[config.mk]
export PLATFORM = sky130hd
export DESIGN_NAME = sprite_bounce_motion_engine_top_flat
export DESIGN_NICKNAME = d
export VERILOG_FILES = /design/src/sv/sbme_pkg.sv /design/src/sv/sbme_if.sv /design/src/sv/sprite_bounce_motion_engine_top.sv /design/src/sv/sbme_store.sv /design/src/sv/sbme_axis.sv /design/src/flat_wrapper.sv
export SDC_FILE = /design/constraint.sdc
export NUM_CORES = 2
export LEC_CHECK = 0
export ABC_CLOCK_PERIOD_IN_PS = 9440
export BUFFER_PORTS_ARGS = -buffer_cell sky130_fd_sc_hd__clkbuf_2
export CAP_MARGIN = 0
export CORE_MARGIN = 2
export CORE_UTILIZATION = 30
export CTS_BUF_LIST = sky130_fd_sc_hd__clkbuf_16
export DETAILED_ROUTE_END_ITERATION = 8
export MAX_ROUTING_LAYER = met4
export PLACE_DENSITY = 0.41
export RECOVER_POWER = 100
export SLEW_MARGIN = 20
export SYNTH_ARGS = -nofsm -noshare
export SYNTH_HDL_FRONTEND = slang
export SYNTH_SLANG_ARGS = --single-unit
[constraint.sdc]
create_clock -name clk -period 9.44 [get_ports clk]
set_input_delay 0.472 -clock clk [delete_from_list [all_inputs] [get_ports clk]]
set_output_delay 0.472 -clock clk [all_outputs]
set_load 0.03 [all_outputs]
[src/sv/sbme_pkg.sv]
// Shared types and constants for the sprite bounce motion engine.
package sbme_pkg;

  localparam int unsigned POS_W    = 15;
  localparam int unsigned VEL_W    = 8;
  localparam int unsigned FLAG_W   = 3;
  localparam int unsigned INDEX_W  = 6;
  localparam int unsigned SCREEN_W = 9;
  localparam int unsigned KIND_W   = 2;
  localparam int unsigned CFG_IDX_W  = 2;
  localparam int unsigned CFG_DATA_W = 15;

  localparam logic [POS_W-1:0] RIGHT_LIMIT_RESET  = 15'((320 - 16) * 64);
  localparam logic [POS_W-1:0] BOTTOM_LIMIT_RESET = 15'((200 - 16) * 64);

  typedef enum logic [KIND_W-1:0] {
    KIND_TICK     = 2'd0,
    KIND_MOTION   = 2'd1,
    KIND_POSITION = 2'd2,
    KIND_UNUSED   = 2'd3
  } kind_t;

  typedef enum logic [CFG_IDX_W-1:0] {
    REG_RIGHT_LIMIT  = 2'd0,
    REG_BOTTOM_LIMIT = 2'd1,
    REG_SPARE2       = 2'd2,
    REG_SPARE3       = 2'd3
  } cfg_reg_t;

  typedef struct packed {
    logic [POS_W-1:0] x;
    logic [POS_W-1:0] y;
  } pos_entry_t;

  typedef struct packed {
    logic [VEL_W-1:0]  vx;
    logic [VEL_W-1:0]  vy;
    logic [FLAG_W-1:0] flags;
  } mot_entry_t;

  typedef struct packed {
    logic [INDEX_W-1:0]  index;
    logic [SCREEN_W-1:0] screen_x;
    logic [SCREEN_W-1:0] screen_y;
    logic [FLAG_W-1:0]   flags;
    logic                last;
  } result_t;

  // Negate a 2.6 velocity, saturating the most negative code.
  function automatic logic [VEL_W-1:0] neg_sat(input logic [VEL_W-1:0] v);
    logic [VEL_W-1:0] r;
    if (v == {1'b1, {(VEL_W-1){1'b0}}}) begin
      r = {1'b0, {(VEL_W-1){1'b1}}};
    end else begin
      r = VEL_W'(~v + 1'b1);
    end
    return r;
  endfunction

endpackage

[src/sv/sbme_if.sv]
// Channel interfaces: command requests, result requests and config writes.
interface sbme_cmd_if;
  logic                             valid;
  logic                             ready;
  logic [sbme_pkg::KIND_W-1:0]      kind;
  logic [sbme_pkg::INDEX_W-1:0]     sprite_index;
  logic [sbme_pkg::POS_W-1:0]       new_pos_x;
  logic [sbme_pkg::POS_W-1:0]       new_pos_y;
  logic signed [sbme_pkg::VEL_W-1:0] new_vel_x;
  logic signed [sbme_pkg::VEL_W-1:0] new_vel_y;
  logic [sbme_pkg::FLAG_W-1:0]      new_flags;

  modport source (output valid, kind, sprite_index, new_pos_x, new_pos_y,
                  new_vel_x, new_vel_y, new_flags, input ready);
  modport sink (input valid, kind, sprite_index, new_pos_x, new_pos_y,
                new_vel_x, new_vel_y, new_flags, output ready);
endinterface

interface sbme_res_if;
  logic                           valid;
  logic                           ready;
  logic [sbme_pkg::INDEX_W-1:0]   out_index;
  logic [sbme_pkg::SCREEN_W-1:0]  screen_x;
  logic [sbme_pkg::SCREEN_W-1:0]  screen_y;
  logic [sbme_pkg::FLAG_W-1:0]    out_flags;
  logic                           last;

  modport source (output valid, out_index, screen_x, screen_y, out_flags, last,
                  input ready);
  modport sink (input valid, out_index, screen_x, screen_y, out_flags, last,
                output ready);
endinterface

interface sbme_cfg_if;
  logic                             valid;
  logic                             ready;
  logic [sbme_pkg::CFG_IDX_W-1:0]   index;
  logic [sbme_pkg::CFG_DATA_W-1:0]  data;

  modport source (output valid, index, data, input ready);
  modport sink (input valid, index, data, output ready);
endinterface

[src/sv/sprite_bounce_motion_engine_top.sv]
// Sprite bounce motion engine: command decode, tick sweep and result queue.
// An in-range set item writes its table entry when accepted; a tick reads one
// sprite per cycle through the single read port while the queue has room, and
// holds off the next request until the last writeback has landed. Results
// leave in sprite order through a two-entry queue that absorbs stalls.
// Reset clears the tables at once through valid bits and loads default limits.
module sprite_bounce_motion_engine_top #(
  parameter int unsigned SPRITE_COUNT  = 64,
  parameter int unsigned FRACTION_BITS = 6
) (
  input  logic        clk,
  input  logic        rst,
  sbme_cmd_if.sink    cmd,
  sbme_res_if.source  result,
  sbme_cfg_if.sink    cfg
);

  localparam int unsigned AW = (SPRITE_COUNT > 1) ? $clog2(SPRITE_COUNT) : 1;
  localparam logic [AW-1:0] LAST_IDX = AW'(SPRITE_COUNT - 1);

  typedef enum logic [1:0] {
    S_IDLE  = 2'b01,
    S_SWEEP = 2'b10
  } state_t;

  state_t state, state_next;
  logic [AW-1:0] sweep_idx, sweep_idx_next;
  logic [AW-1:0] rd_idx;
  logic          inflight;

  logic [sbme_pkg::POS_W-1:0] right_limit, bottom_limit;

  logic cmd_acc, in_range, issue, pop;
  logic pos_we, mot_we;
  logic [AW-1:0] wr_addr;
  sbme_pkg::pos_entry_t pos_wdata, pos_rdata;
  sbme_pkg::mot_entry_t mot_wdata, mot_rdata;
  sbme_pkg::pos_entry_t pos_upd;
  sbme_pkg::mot_entry_t mot_upd;
  logic [sbme_pkg::POS_W-1:0] shx, shy;
  sbme_pkg::result_t res_new;

  sbme_pkg::result_t q_data [2];
  logic       q_wptr, q_rptr;
  logic [1:0] q_count;

  // Config port
  assign cfg.ready = 1'b1;

  always_ff @(posedge clk) begin
    if (rst) begin
      right_limit  <= sbme_pkg::RIGHT_LIMIT_RESET;
      bottom_limit <= sbme_pkg::BOTTOM_LIMIT_RESET;
    end else if (cfg.valid) begin
      case (sbme_pkg::cfg_reg_t'(cfg.index))
        sbme_pkg::REG_RIGHT_LIMIT:  right_limit  <= cfg.data;
        sbme_pkg::REG_BOTTOM_LIMIT: bottom_limit <= cfg.data;
        default: ;
      endcase
    end
  end

  // Command side: new requests wait until any sweep is done and the last writeback has landed.
  assign cmd.ready = (state == S_IDLE) && !inflight;
  assign cmd_acc   = cmd.valid && cmd.ready;
  assign in_range  = {1'b0, cmd.sprite_index} < (sbme_pkg::INDEX_W + 1)'(SPRITE_COUNT);

  assign pop = result.valid && result.ready;
  // Issue a read only if its result will find room in the queue.
  assign issue = (state == S_SWEEP) &&
                 ((3'(q_count) + 3'(inflight)) <= (3'd1 + 3'(pop)));

  always_comb begin
    state_next     = state;
    sweep_idx_next = sweep_idx;
    case (state)
      S_IDLE: begin
        if (cmd_acc && (sbme_pkg::kind_t'(cmd.kind) == sbme_pkg::KIND_TICK)) begin
          state_next     = S_SWEEP;
          sweep_idx_next = '0;
        end
      end
      S_SWEEP: begin
        if (issue) begin
          if (sweep_idx == LAST_IDX) begin
            state_next = S_IDLE;
          end else begin
            sweep_idx_next = sweep_idx + 1'b1;
          end
        end
      end
      default: state_next = S_IDLE;
    endcase
  end

  always_ff @(posedge clk) begin
    if (rst) begin
      state     <= S_IDLE;
      sweep_idx <= '0;
      inflight  <= 1'b0;
    end else begin
      state     <= state_next;
      sweep_idx <= sweep_idx_next;
      inflight  <= issue;
    end
  end

  always_ff @(posedge clk) begin
    if (issue) begin
      rd_idx <= sweep_idx;
    end
  end

  // Update unit on the data read last cycle
  sbme_axis u_axis_x (
    .pos      (pos_rdata.x),
    .vel      (mot_rdata.vx),
    .limit    (right_limit),
    .pos_next (pos_upd.x),
    .vel_next (mot_upd.vx)
  );

  sbme_axis u_axis_y (
    .pos      (pos_rdata.y),
    .vel      (mot_rdata.vy),
    .limit    (bottom_limit),
    .pos_next (pos_upd.y),
    .vel_next (mot_upd.vy)
  );

  assign mot_upd.flags = mot_rdata.flags;

  // Write port: tick writeback or a set request, never both in one cycle.
  always_comb begin
    pos_we    = 1'b0;
    mot_we    = 1'b0;
    wr_addr   = rd_idx;
    pos_wdata = pos_upd;
    mot_wdata = mot_upd;
    if (inflight) begin
      pos_we = 1'b1;
      mot_we = 1'b1;
    end else if (cmd_acc && in_range) begin
      wr_addr         = cmd.sprite_index[AW-1:0];
      pos_wdata.x     = cmd.new_pos_x;
      pos_wdata.y     = cmd.new_pos_y;
      mot_wdata.vx    = cmd.new_vel_x;
      mot_wdata.vy    = cmd.new_vel_y;
      mot_wdata.flags = cmd.new_flags;
      case (sbme_pkg::kind_t'(cmd.kind))
        sbme_pkg::KIND_MOTION:   mot_we = 1'b1;
        sbme_pkg::KIND_POSITION: pos_we = 1'b1;
        default: ;
      endcase
    end
  end

  sbme_store #(
    .DEPTH (SPRITE_COUNT),
    .WIDTH ($bits(sbme_pkg::pos_entry_t)),
    .AW    (AW)
  ) u_pos_store (
    .clk   (clk),
    .rst   (rst),
    .we    (pos_we),
    .waddr (wr_addr),
    .wdata (pos_wdata),
    .re    (issue),
    .raddr (sweep_idx),
    .rdata (pos_rdata)
  );

  sbme_store #(
    .DEPTH (SPRITE_COUNT),
    .WIDTH ($bits(sbme_pkg::mot_entry_t)),
    .AW    (AW)
  ) u_mot_store (
    .clk   (clk),
    .rst   (rst),
    .we    (mot_we),
    .waddr (wr_addr),
    .wdata (mot_wdata),
    .re    (issue),
    .raddr (sweep_idx),
    .rdata (mot_rdata)
  );

  // Result formatting
  assign shx = pos_upd.x >> FRACTION_BITS;
  assign shy = pos_upd.y >> FRACTION_BITS;

  always_comb begin
    res_new.index    = sbme_pkg::INDEX_W'(rd_idx);
    res_new.screen_x = shx[sbme_pkg::SCREEN_W-1:0];
    res_new.screen_y = shy[sbme_pkg::SCREEN_W-1:0];
    res_new.flags    = mot_rdata.flags;
    res_new.last     = (rd_idx == LAST_IDX);
  end

  // Two-entry result queue
  always_ff @(posedge clk) begin
    if (inflight) begin
      q_data[q_wptr] <= res_new;
    end
  end

  always_ff @(posedge clk) begin
    if (rst) begin
      q_wptr  <= 1'b0;
      q_rptr  <= 1'b0;
      q_count <= '0;
    end else begin
      if (inflight) begin
        q_wptr <= ~q_wptr;
      end
      if (pop) begin
        q_rptr <= ~q_rptr;
      end
      q_count <= q_count + 2'(inflight) - 2'(pop);
    end
  end

  assign result.valid     = (q_count != 2'd0);
  assign result.out_index = q_data[q_rptr].index;
  assign result.screen_x  = q_data[q_rptr].screen_x;
  assign result.screen_y  = q_data[q_rptr].screen_y;
  assign result.out_flags = q_data[q_rptr].flags;
  assign result.last      = q_data[q_rptr].last;

endmodule

[src/sv/sbme_store.sv]
// Sprite table memory: one write port, one registered read port, per-entry valid bits.
module sbme_store #(
  parameter int unsigned DEPTH = 64,
  parameter int unsigned WIDTH = 8,
  parameter int unsigned AW    = 6
) (
  input  logic             clk,
  input  logic             rst,
  input  logic             we,
  input  logic [AW-1:0]    waddr,
  input  logic [WIDTH-1:0] wdata,
  input  logic             re,
  input  logic [AW-1:0]    raddr,
  output logic [WIDTH-1:0] rdata
);

  logic [WIDTH-1:0] mem [DEPTH];
  logic [DEPTH-1:0] vld;
  logic [WIDTH-1:0] mem_q;
  logic             vld_q;

  always_ff @(posedge clk) begin
    if (we) begin
      mem[waddr] <= wdata;
    end
    if (re) begin
      mem_q <= mem[raddr];
    end
  end

  // Entries never written read as zero, which stands in for the reset clear.
  always_ff @(posedge clk) begin
    if (rst) begin
      vld   <= '0;
      vld_q <= 1'b0;
    end else begin
      if (we) begin
        vld[waddr] <= 1'b1;
      end
      if (re) begin
        vld_q <= vld[raddr];
      end
    end
  end

  assign rdata = vld_q ? mem_q : '0;

endmodule

[src/sv/sbme_axis.sv]
// One axis of motion: add velocity, clamp to [0, limit], bounce the velocity.
module sbme_axis (
  input  logic [sbme_pkg::POS_W-1:0] pos,
  input  logic [sbme_pkg::VEL_W-1:0] vel,
  input  logic [sbme_pkg::POS_W-1:0] limit,
  output logic [sbme_pkg::POS_W-1:0] pos_next,
  output logic [sbme_pkg::VEL_W-1:0] vel_next
);

  localparam int unsigned SW = sbme_pkg::POS_W + 2;

  logic signed [SW-1:0] sum;
  logic signed [SW-1:0] lim_s;

  always_comb begin
    sum   = $signed({2'b00, pos}) +
            $signed({{(SW-sbme_pkg::VEL_W){vel[sbme_pkg::VEL_W-1]}}, vel});
    lim_s = $signed({2'b00, limit});
    if (sum > lim_s) begin
      pos_next = limit;
      vel_next = sbme_pkg::neg_sat(vel);
    end else if (sum < 0) begin
      pos_next = '0;
      vel_next = sbme_pkg::neg_sat(vel);
    end else begin
      pos_next = sum[sbme_pkg::POS_W-1:0];
      vel_next = vel;
    end
  end

endmodule
[src/flat_wrapper.sv]
// flat-port wrapper written by rule: the top's interface ports become plain ports
module sprite_bounce_motion_engine_top_flat 
#(
  parameter int unsigned SPRITE_COUNT  = 64,
  parameter int unsigned FRACTION_BITS = 6
)
  (clk, rst, cmd_valid, cmd_kind, cmd_sprite_index, cmd_new_pos_x, cmd_new_pos_y, cmd_new_vel_x, cmd_new_vel_y, cmd_new_flags, cmd_ready, result_valid, result_out_index, result_screen_x, result_screen_y, result_out_flags, result_last, result_ready, cfg_valid, cfg_index, cfg_data, cfg_ready);
  sbme_cmd_if cmd_i ();
  sbme_res_if result_i ();
  sbme_cfg_if cfg_i ();
  input  logic clk;
  input  logic rst;
  input wire logic [$bits(cmd_i.valid)-1:0] cmd_valid;
  input wire logic [$bits(cmd_i.kind)-1:0] cmd_kind;
  input wire logic [$bits(cmd_i.sprite_index)-1:0] cmd_sprite_index;
  input wire logic [$bits(cmd_i.new_pos_x)-1:0] cmd_new_pos_x;
  input wire logic [$bits(cmd_i.new_pos_y)-1:0] cmd_new_pos_y;
  input wire logic [$bits(cmd_i.new_vel_x)-1:0] cmd_new_vel_x;
  input wire logic [$bits(cmd_i.new_vel_y)-1:0] cmd_new_vel_y;
  input wire logic [$bits(cmd_i.new_flags)-1:0] cmd_new_flags;
  output wire logic [$bits(cmd_i.ready)-1:0] cmd_ready;
  output wire logic [$bits(result_i.valid)-1:0] result_valid;
  output wire logic [$bits(result_i.out_index)-1:0] result_out_index;
  output wire logic [$bits(result_i.screen_x)-1:0] result_screen_x;
  output wire logic [$bits(result_i.screen_y)-1:0] result_screen_y;
  output wire logic [$bits(result_i.out_flags)-1:0] result_out_flags;
  output wire logic [$bits(result_i.last)-1:0] result_last;
  input wire logic [$bits(result_i.ready)-1:0] result_ready;
  input wire logic [$bits(cfg_i.valid)-1:0] cfg_valid;
  input wire logic [$bits(cfg_i.index)-1:0] cfg_index;
  input wire logic [$bits(cfg_i.data)-1:0] cfg_data;
  output wire logic [$bits(cfg_i.ready)-1:0] cfg_ready;
  assign cmd_i.valid = cmd_valid;
  assign cmd_i.kind = cmd_kind;
  assign cmd_i.sprite_index = cmd_sprite_index;
  assign cmd_i.new_pos_x = cmd_new_pos_x;
  assign cmd_i.new_pos_y = cmd_new_pos_y;
  assign cmd_i.new_vel_x = cmd_new_vel_x;
  assign cmd_i.new_vel_y = cmd_new_vel_y;
  assign cmd_i.new_flags = cmd_new_flags;
  assign cmd_ready = cmd_i.ready;
  assign result_valid = result_i.valid;
  assign result_out_index = result_i.out_index;
  assign result_screen_x = result_i.screen_x;
  assign result_screen_y = result_i.screen_y;
  assign result_out_flags = result_i.out_flags;
  assign result_last = result_i.last;
  assign result_i.ready = result_ready;
  assign cfg_i.valid = cfg_valid;
  assign cfg_i.index = cfg_index;
  assign cfg_i.data = cfg_data;
  assign cfg_ready = cfg_i.ready;
  sprite_bounce_motion_engine_top #(.SPRITE_COUNT(SPRITE_COUNT), .FRACTION_BITS(FRACTION_BITS)) u_core (.clk(clk), .rst(rst), .cmd(cmd_i), .result(result_i), .cfg(cfg_i));
endmodule
=== After elaboration in Yosys (flattened, before gate mapping) ===
Memories as Yosys holds them, arrays and structs flattened. A register that Yosys moved wholly into a read port is not among the register bits.
Index checks and enable logic that the tools add are counted.

* Output and inout port bits: 31
* Bits in latches: 0
* Word-level logic and storage cells: 113
* RAM bits: 3192
* Bits in read-only memories: 0
* Register bits after elaboration: 179
* Memories kept: 3
* Input bits: 79

{| class="wikitable"
|+ Memories
! memory !! words !! bits a word !! rd ports !! clocked after Yosys merged registers in !! wr ports !! line !! RTL
|-
| u_core.u_pos_store.mem || 64 || 30 || 1 || 1 || 1 || sbme_store.sv:17 || <nowiki>logic [WIDTH-1:0] mem [DEPTH];</nowiki>
|-
| u_core.u_mot_store.mem || 64 || 19 || 1 || 1 || 1 || sbme_store.sv:17 ||
|-
| u_core.q_data || 2 || 28 || 1 || 1 || 1 || sprite_bounce_motion_engine_top.sv:43 || <nowiki>sbme_pkg::result_t q_data [2];</nowiki>
|}

* Reductions and logical operators: 15
* Eq/ne operators: 13
* Bitwise gates (word level): 6
* $mul: 0
* $lt $le $gt $ge: 8
* Shift-type cells: 0
* Add/subtract/negate cells: 9
* Muxes and demuxes: 46
* Divide/modulo/power cells: 0

{| class="wikitable"
|+ Operators by type and width
! cell !! count
|-
| bitwise OR 64 bit || 2
|-
| 2-to-1 mux 30 bit || 3
|-
| 2-to-1 mux 15 bit || 4
|-
| 2-to-1 mux 19 bit || 3
|-
| 2-to-1 mux 8 bit || 6
|-
| adder 16 x 8 -> 17 bit || 2
|-
| greater-than comparator 17 x 16 -> 1 bit || 2
|-
| < comparator 17 x 1 -> 1 bit, second input constant || 2
|-
| 2-to-1 mux 6 bit || 5
|-
| 2-to-1 mux 1 bit || 17
|-
| adder 8 x 1 -> 8 bit, second input constant || 2
|-
| equality test 8 bit, second input constant || 2
|-
| NOT 8 bit || 2
|-
| < comparator 6 x 7 -> 1 bit, second input constant || 2
|-
| binary-select mux 1 bit (select 6 bit) || 2
|-
| equality test 6 bit, second input constant || 2
|-
| one-hot mux 6 bit (2 select lines) || 1
|-
| adder 6 x 1 -> 6 bit, second input constant || 1
|-
| demux 1 bit (select 6 bit) || 1
|-
| equality test 2 x 1 -> 1 bit, second input constant || 3
|-
| greater-or-equal comparator 6 x 1 -> 1 bit, second input constant || 1
|-
| logical AND 1 bit || 6
|-
| 2-to-1 mux 2 bit || 3
|-
| inequality test 2 bit, second input constant || 3
|-
| 15 further kinds || 20
|}

=== Longest topological paths before layout ===
* Word-level depth: 10
* Mapped depth: 23
* Gate-level depth less buffers: 20

=== By module ===
Synthesis repeated with hierarchy kept, for this count alone.

* Cells, all modules: 6163
* Area, all modules: 134227.5 um2

{| class="wikitable"
|+ By module, submodules not included
! module !! area each (um2) !! seq. area each (um2) !! instances !! cells an instance
|-
| sbme_store at u_core.u_pos_store || 76570.9 || 59857.4 || 1 || 3177
|-
| sbme_store at u_core.u_mot_store || 49532.5 || 38386.8 || 1 || 2143
|-
| sprite_bounce_motion_engine_top || 4728.3 || 2742.6 || 1 || 378
|-
| sbme_axis at u_core.u_axis_x || 1706.6 || 0.0 || 1 || 242
|-
| sbme_axis at u_core.u_axis_y || 1689.1 || 0.0 || 1 || 223
|}

=== Worst setup path after synthesis ===
No wires, ideal clock.

* Kind: register to register
* Start: register u_core.u_pos_store.vld_q
* End: memory u_core.u_mot_store.mem[0][18] (netlist bit), data pin
* Path buffers: 4
* Data required time: 8.721 ns
* Stages on the path, launching flop included: 23
* Clock period less this slack: 7.372 ns
* Setup time: 0.719 ns
* Setup slack: 2.068 ns
* Arrival: 6.653 ns
* Path through: dfxtp_1 > clkbuf_2 > clkbuf_1 > clkbuf_1 > and2_1 > ha_1 > inv_1 > fa_1 > nand2b_1 > a21oi_1 > nand2_1 > nand2_1 > xnor2_1 > ha_1 > a2111oi_0 > nor3_1 > o21ai_0 > a21oi_1 > o21ai_0 > nand2_2 > buf_6 > a2bb2oi_1 > o31ai_1

{| class="wikitable"
|+ RTL lines
! item !! line !! RTL
|-
| from (decl) || sbme_store.sv:20 || <nowiki>logic vld_q;</nowiki>
|-
| from (signal assigned) || sbme_store.sv:41 || <nowiki>vld_q <= vld[raddr];</nowiki>
|-
| to (decl) || sbme_store.sv:17 ||
|}

=== Worst setup path in the final report ===
* Start: register u_core.inflight
* End: memory u_core.u_pos_store.mem[17][21] (netlist bit) (enable)

* Cells in the longest elaborated chain, start to end: 7
* Elaborated cells between the ends (all ways): 9
* Classes of those cells: mux (6); reduce/logical (3)

{| class="wikitable"
|+ Ends and longest elaborated chain
! item !! line !! RTL
|-
| from (decl) || sprite_bounce_motion_engine_top.sv:29 || <nowiki>logic inflight;</nowiki>
|-
| from (signal assigned) || sprite_bounce_motion_engine_top.sv:104 || <nowiki>inflight <= issue;</nowiki>
|-
| logical NOT 1 bit || sprite_bounce_motion_engine_top.sv:64 || <nowiki>assign cmd.ready = (state == S_IDLE) && !inflight;</nowiki>
|-
| logical AND 1 bit || sprite_bounce_motion_engine_top.sv:64 ||
|-
| logical AND 1 bit || sprite_bounce_motion_engine_top.sv:65 || <nowiki>assign cmd_acc = cmd.valid && cmd.ready;</nowiki>
|-
| 2-to-1 mux 1 bit || sprite_bounce_motion_engine_top.sv:143 || <nowiki>end else if (cmd_acc && in_range) begin</nowiki>
|-
| 2-to-1 mux 1 bit || sprite_bounce_motion_engine_top.sv:140 || <nowiki>if (inflight) begin</nowiki>
|-
| 2-to-1 mux 1 bit || sbme_store.sv:23 || <nowiki>if (we) begin</nowiki>
|-
| 2-to-1 mux 1 bit (implied by the code) || sbme_store.sv:24 || <nowiki>mem[waddr] <= wdata;</nowiki>
|-
| to (decl) || sbme_store.sv:17 ||
|}

Parallel ways exist; a longest one is shown, timed or not.

==> results.md <==
* DR WL/cell at ~33 um
* XOR/XNOR Fraction of Synth Area at 0.235%
* Worst-path cell chain: nor3b_1, nand2_1, clkbuf_1, or3_1, o31ai_1, clkbuf_1, nand2_1, nor2_4, clkbuf_1
* Die Width at 671 um
* Routed WL at about 420000 um
* Top FF cell, synth: edfxtp_1
* Port Buf Inserts at 108
* Required @ worst endpoint at 9970 ps
* Top cell by count, worst path: clkbuf_1
* CTS max path bufs at 4
* Slew headroom at -183%
* Die H at 671 um
* Data arrival, critical path at around 9000 ps
* Register area at approximately 0.10 mm^2
* Util after Layout at between 30% and 40%
* Yosys cell types at 78
* Sequential share of power at a little over half
* Async set-reset flop share out of synthesis at 0%
* Commonest non-fill, non-tap cell in the layout: edfxtp_1
* Clock Sinks at 3421
* Worst Setup End Kind: flop
* Layout net count at 6646
* H-tree lvl count at 5
* Peak supply drop at around 120 uV
* Largest family of logic cells by synthesized area: multiplexers
* Remaining antenna violation count after routing at 0
* Cell Area, Synth at 0.134 mm^2
* Die Area at between 0.4 and 0.5 mm^2
* Number of buffers and inverters on the critical path at 3
* PD cells at slightly above 200 mW/mm^2
* Synthesized net count at about 6200
* Setup TNS at 0 ps
* Max-slew violations at 4405
* Initial antenna violation count at 52
* Synth Warn # at 0
* Number of global-route vias before repair at approximately 67000
* RSZ-0062 raised after global routing: false
* Pre-antenna DRT Iters at 6
* GRT Util Overall at a little under a fifth
* Remaining global-route overflow at 0
* Part of the power in the clock network at between 40% and 50%
* Initial Utilization at between 30% and 40%
* Clk_lat worst skew at roughly 950 ps
* Most frequent cells in the layout: edfxtp_1, mux4_2, clkbuf_16, nor2_1, nand2_1
* # DRC at 0
* Post-Synthesis Cells at between 6000 and 7000
* Min Tclk post-route at approximately 8500 ps
* Via density at between 5 and 6
* Mux cell area share after synthesis at between 10% and 20%
* Synth Register Bits at between 3000 and 4000
* Post_cts resized at 0
* Fin crit share at ~90%
* Critical Path Slowest Stage Cell: nor3b_1
* Synth Area per Inst at roughly 22 um^2
* Via count at around 65000
* I/O pin cnt at 110
* Post-synthesis compound-gate area fraction at under 10%
* CP delay by family, top: simple AND/OR/NAND/NOR gates
* # rows at about 250
* Cts bufs inserted at 364
* CP peak stage delay at around 1600 ps
* Setup slack, reg-to-reg at about 950 ps
* Gate power share at roughly 2.4%
* Final Hold Fails at 0
* P_leak at roughly 0.047 uW
* Worst-path clk slew at 60 ps
* CP startpoint kind: flop
* Worst-margin pin slew at ~4200 ps
* Simple-gate area share of the yosys netlist at between 2 and 2.5%
* Fillers at roughly 41000
* CP max FO at 39
* CTS tree: yes
* Clock skew at approximately 45 ps
* HP Class: input port to flop
* Routability-driven placement congestion ratio at a little over 0.8
* Switch share at a little over a fifth
* Fmax at ~0.12 GHz
* Area of the multi-input gates at ~0.032 mm^2
* Failing checks: max-capacitance violations, max-slew violations
* Status: finished with violations
* Final setup violation count at 0
* Root Driver: clkbuf_16
* Register area share after synthesis at ~76%
* Critical path class: flop to flop
* Adder-Cell Fraction of Synth Area at 0.701%
* P_sw at 6540 uW
* P&R area growth vs syn at 15.3%
* Core area at between 0.4 and 0.5 mm^2
* Drt initial violations at 7263
* Share of cells above drive strength 1 at between 20% and 30%
* First-pass GRT wire length at around 570000 um
* Post-synth EDFFs at approximately 3200
* Internal at 24700 uW
* Pin count of the biggest net entering global routing at between 100 and 150
* Hpwl dp at ~230000 um
* MaxCap Viol Count at about 160
[cell families after synthesis]
logic type	Yosys count
compound gates	267
simple gates	761
flops	3421
fa+ha+maj	73
mux	1126
buf+inv	386
other cells	1
xor+xnor	35
[worst reg2reg max path: cells and delay by family, from the launching register on]
family,cells,cell delay (ps)
DFF,1,570
and+or+nand+nor,5,4530
AOI/OAI and AO/OA,1,80
buffers and inverters,3,2880
[power groups by stage]
stage                     logic (uW)  registers (uW)  clock network (uW)
after floorplan                  375           17000                   0
after global placement           751           17000                   0
after global routing             806           16700               14700
after CTS                        785           16700               14100
final                            742           16700               13800
after detailed placement         775           17000                   0
[sequential cells by signal, indices dropped and copies added, names as in the netlist, 6 cells and up, named ones only]
name                      cells
u_core.u_pos_store.mem     1920
u_core.u_mot_store.mem     1216
u_core.right_limit           15
u_core.sweep_idx              6
u_core.u_pos_store.mem_q     30
u_core.u_mot_store.vld       64
u_core.q_data                56
u_core.rd_idx                 6
u_core.bottom_limit          15
u_core.u_mot_store.mem_q     19
u_core.u_pos_store.vld       64
[final timing paths]
check                                             end                           startpoint  cells after the start
max          u_core.u_pos_store.mem[17][21]$_DFFE_PP_           u_core.inflight$_SDFF_PP0_                      9
min reg2reg       u_core.bottom_limit[4]$_SDFFE_PP0P_  u_core.bottom_limit[4]$_SDFFE_PP0P_                      2
max reg2reg  u_core.u_pos_store.mem[17][21]$_DFFE_PP_           u_core.inflight$_SDFF_PP0_                      9
min               u_core.right_limit[14]$_SDFFE_PP1P_                            cfg_valid                      4
[cell usage after synthesis (all sizes together) (7+ instances only)]
master / n / area, um^2
edfxtp: 3247 / 97500
mux4: 1070 / 24100
nor2: 416 / 1560
clkbuf: 186 / 701
nand2: 182 / 686
dfxtp: 174 / 3480
buf: 128 / 669
a21oi: 99 / 495
inv: 72 / 270
ha: 70 / 876
o21ai: 48 / 244
and2: 44 / 275
mux2: 34 / 383
xnor2: 25 / 226
nand3: 23 / 115
mux2i: 22 / 220
nor3: 21 / 105
and3: 14 / 87.6
a31oi: 12 / 75.1
a21o: 11 / 82.6
nand2b: 11 / 68.8
a211o: 10 / 87.6
xor2: 10 / 87.6
nand3b: 9 / 67.6
nand4: 8 / 50.1
nor2b: 8 / 50.1
o211ai: 8 / 60.1
o31ai: 7 / 52.6
or3: 7 / 43.8
[through the flow]
| step | power, uW | hold slack [ps] | instances | setup WS, ps | area, um^2 |
|---|---|---|---|---|---|
| floorplan | 17400 | 403 | 6070 | 2070 | 134000 |
| global placement | 17800 | 443 | 12000 | 2130 | 143000 |
| detailed placement | 17800 | 450 | 12000 | 1980 | 143000 |
| CTS | 31600 | 53.6 | 12700 | 1980 | 155000 |
| global route | 32200 | 131 | 12700 | 783 | 154000 |
| finish | 31200 | 148 | 12700 | 948 | 154000 |
[per-layer routing]
layer | part of all wire (%) | vias up | GRT usage [%]
met3 | 5.7 | 423 | 2.75
li1 | - | 26300 | -
met4 | 1.7 | 0 | 3.00
met2 | 48 | 1799 | 29.4
met5 | 0 | - | -
met1 | 45 | 36600 | 26.4
[area by class of cell]
class / count / area share, %
antenna: 27 / 0.0439
timing repair buffer: 372 / 1.42
clock inverter: 272 / 1.23
sequential: 3421 / 65.6
inverter: 72 / 0.176
clock buffer: 375 / 6.10
tap: 5928 / 4.82
multi-input combinational: 2263 / 20.6
[what timing repair did]
action,in CTS,in global routing
endpoints found under the hold margin,57,0
setup endpoints to repair,0,0
setup buffers,0,0
hold buffers,30,0
Note: power is estimated with default switching activity, not from simulation.
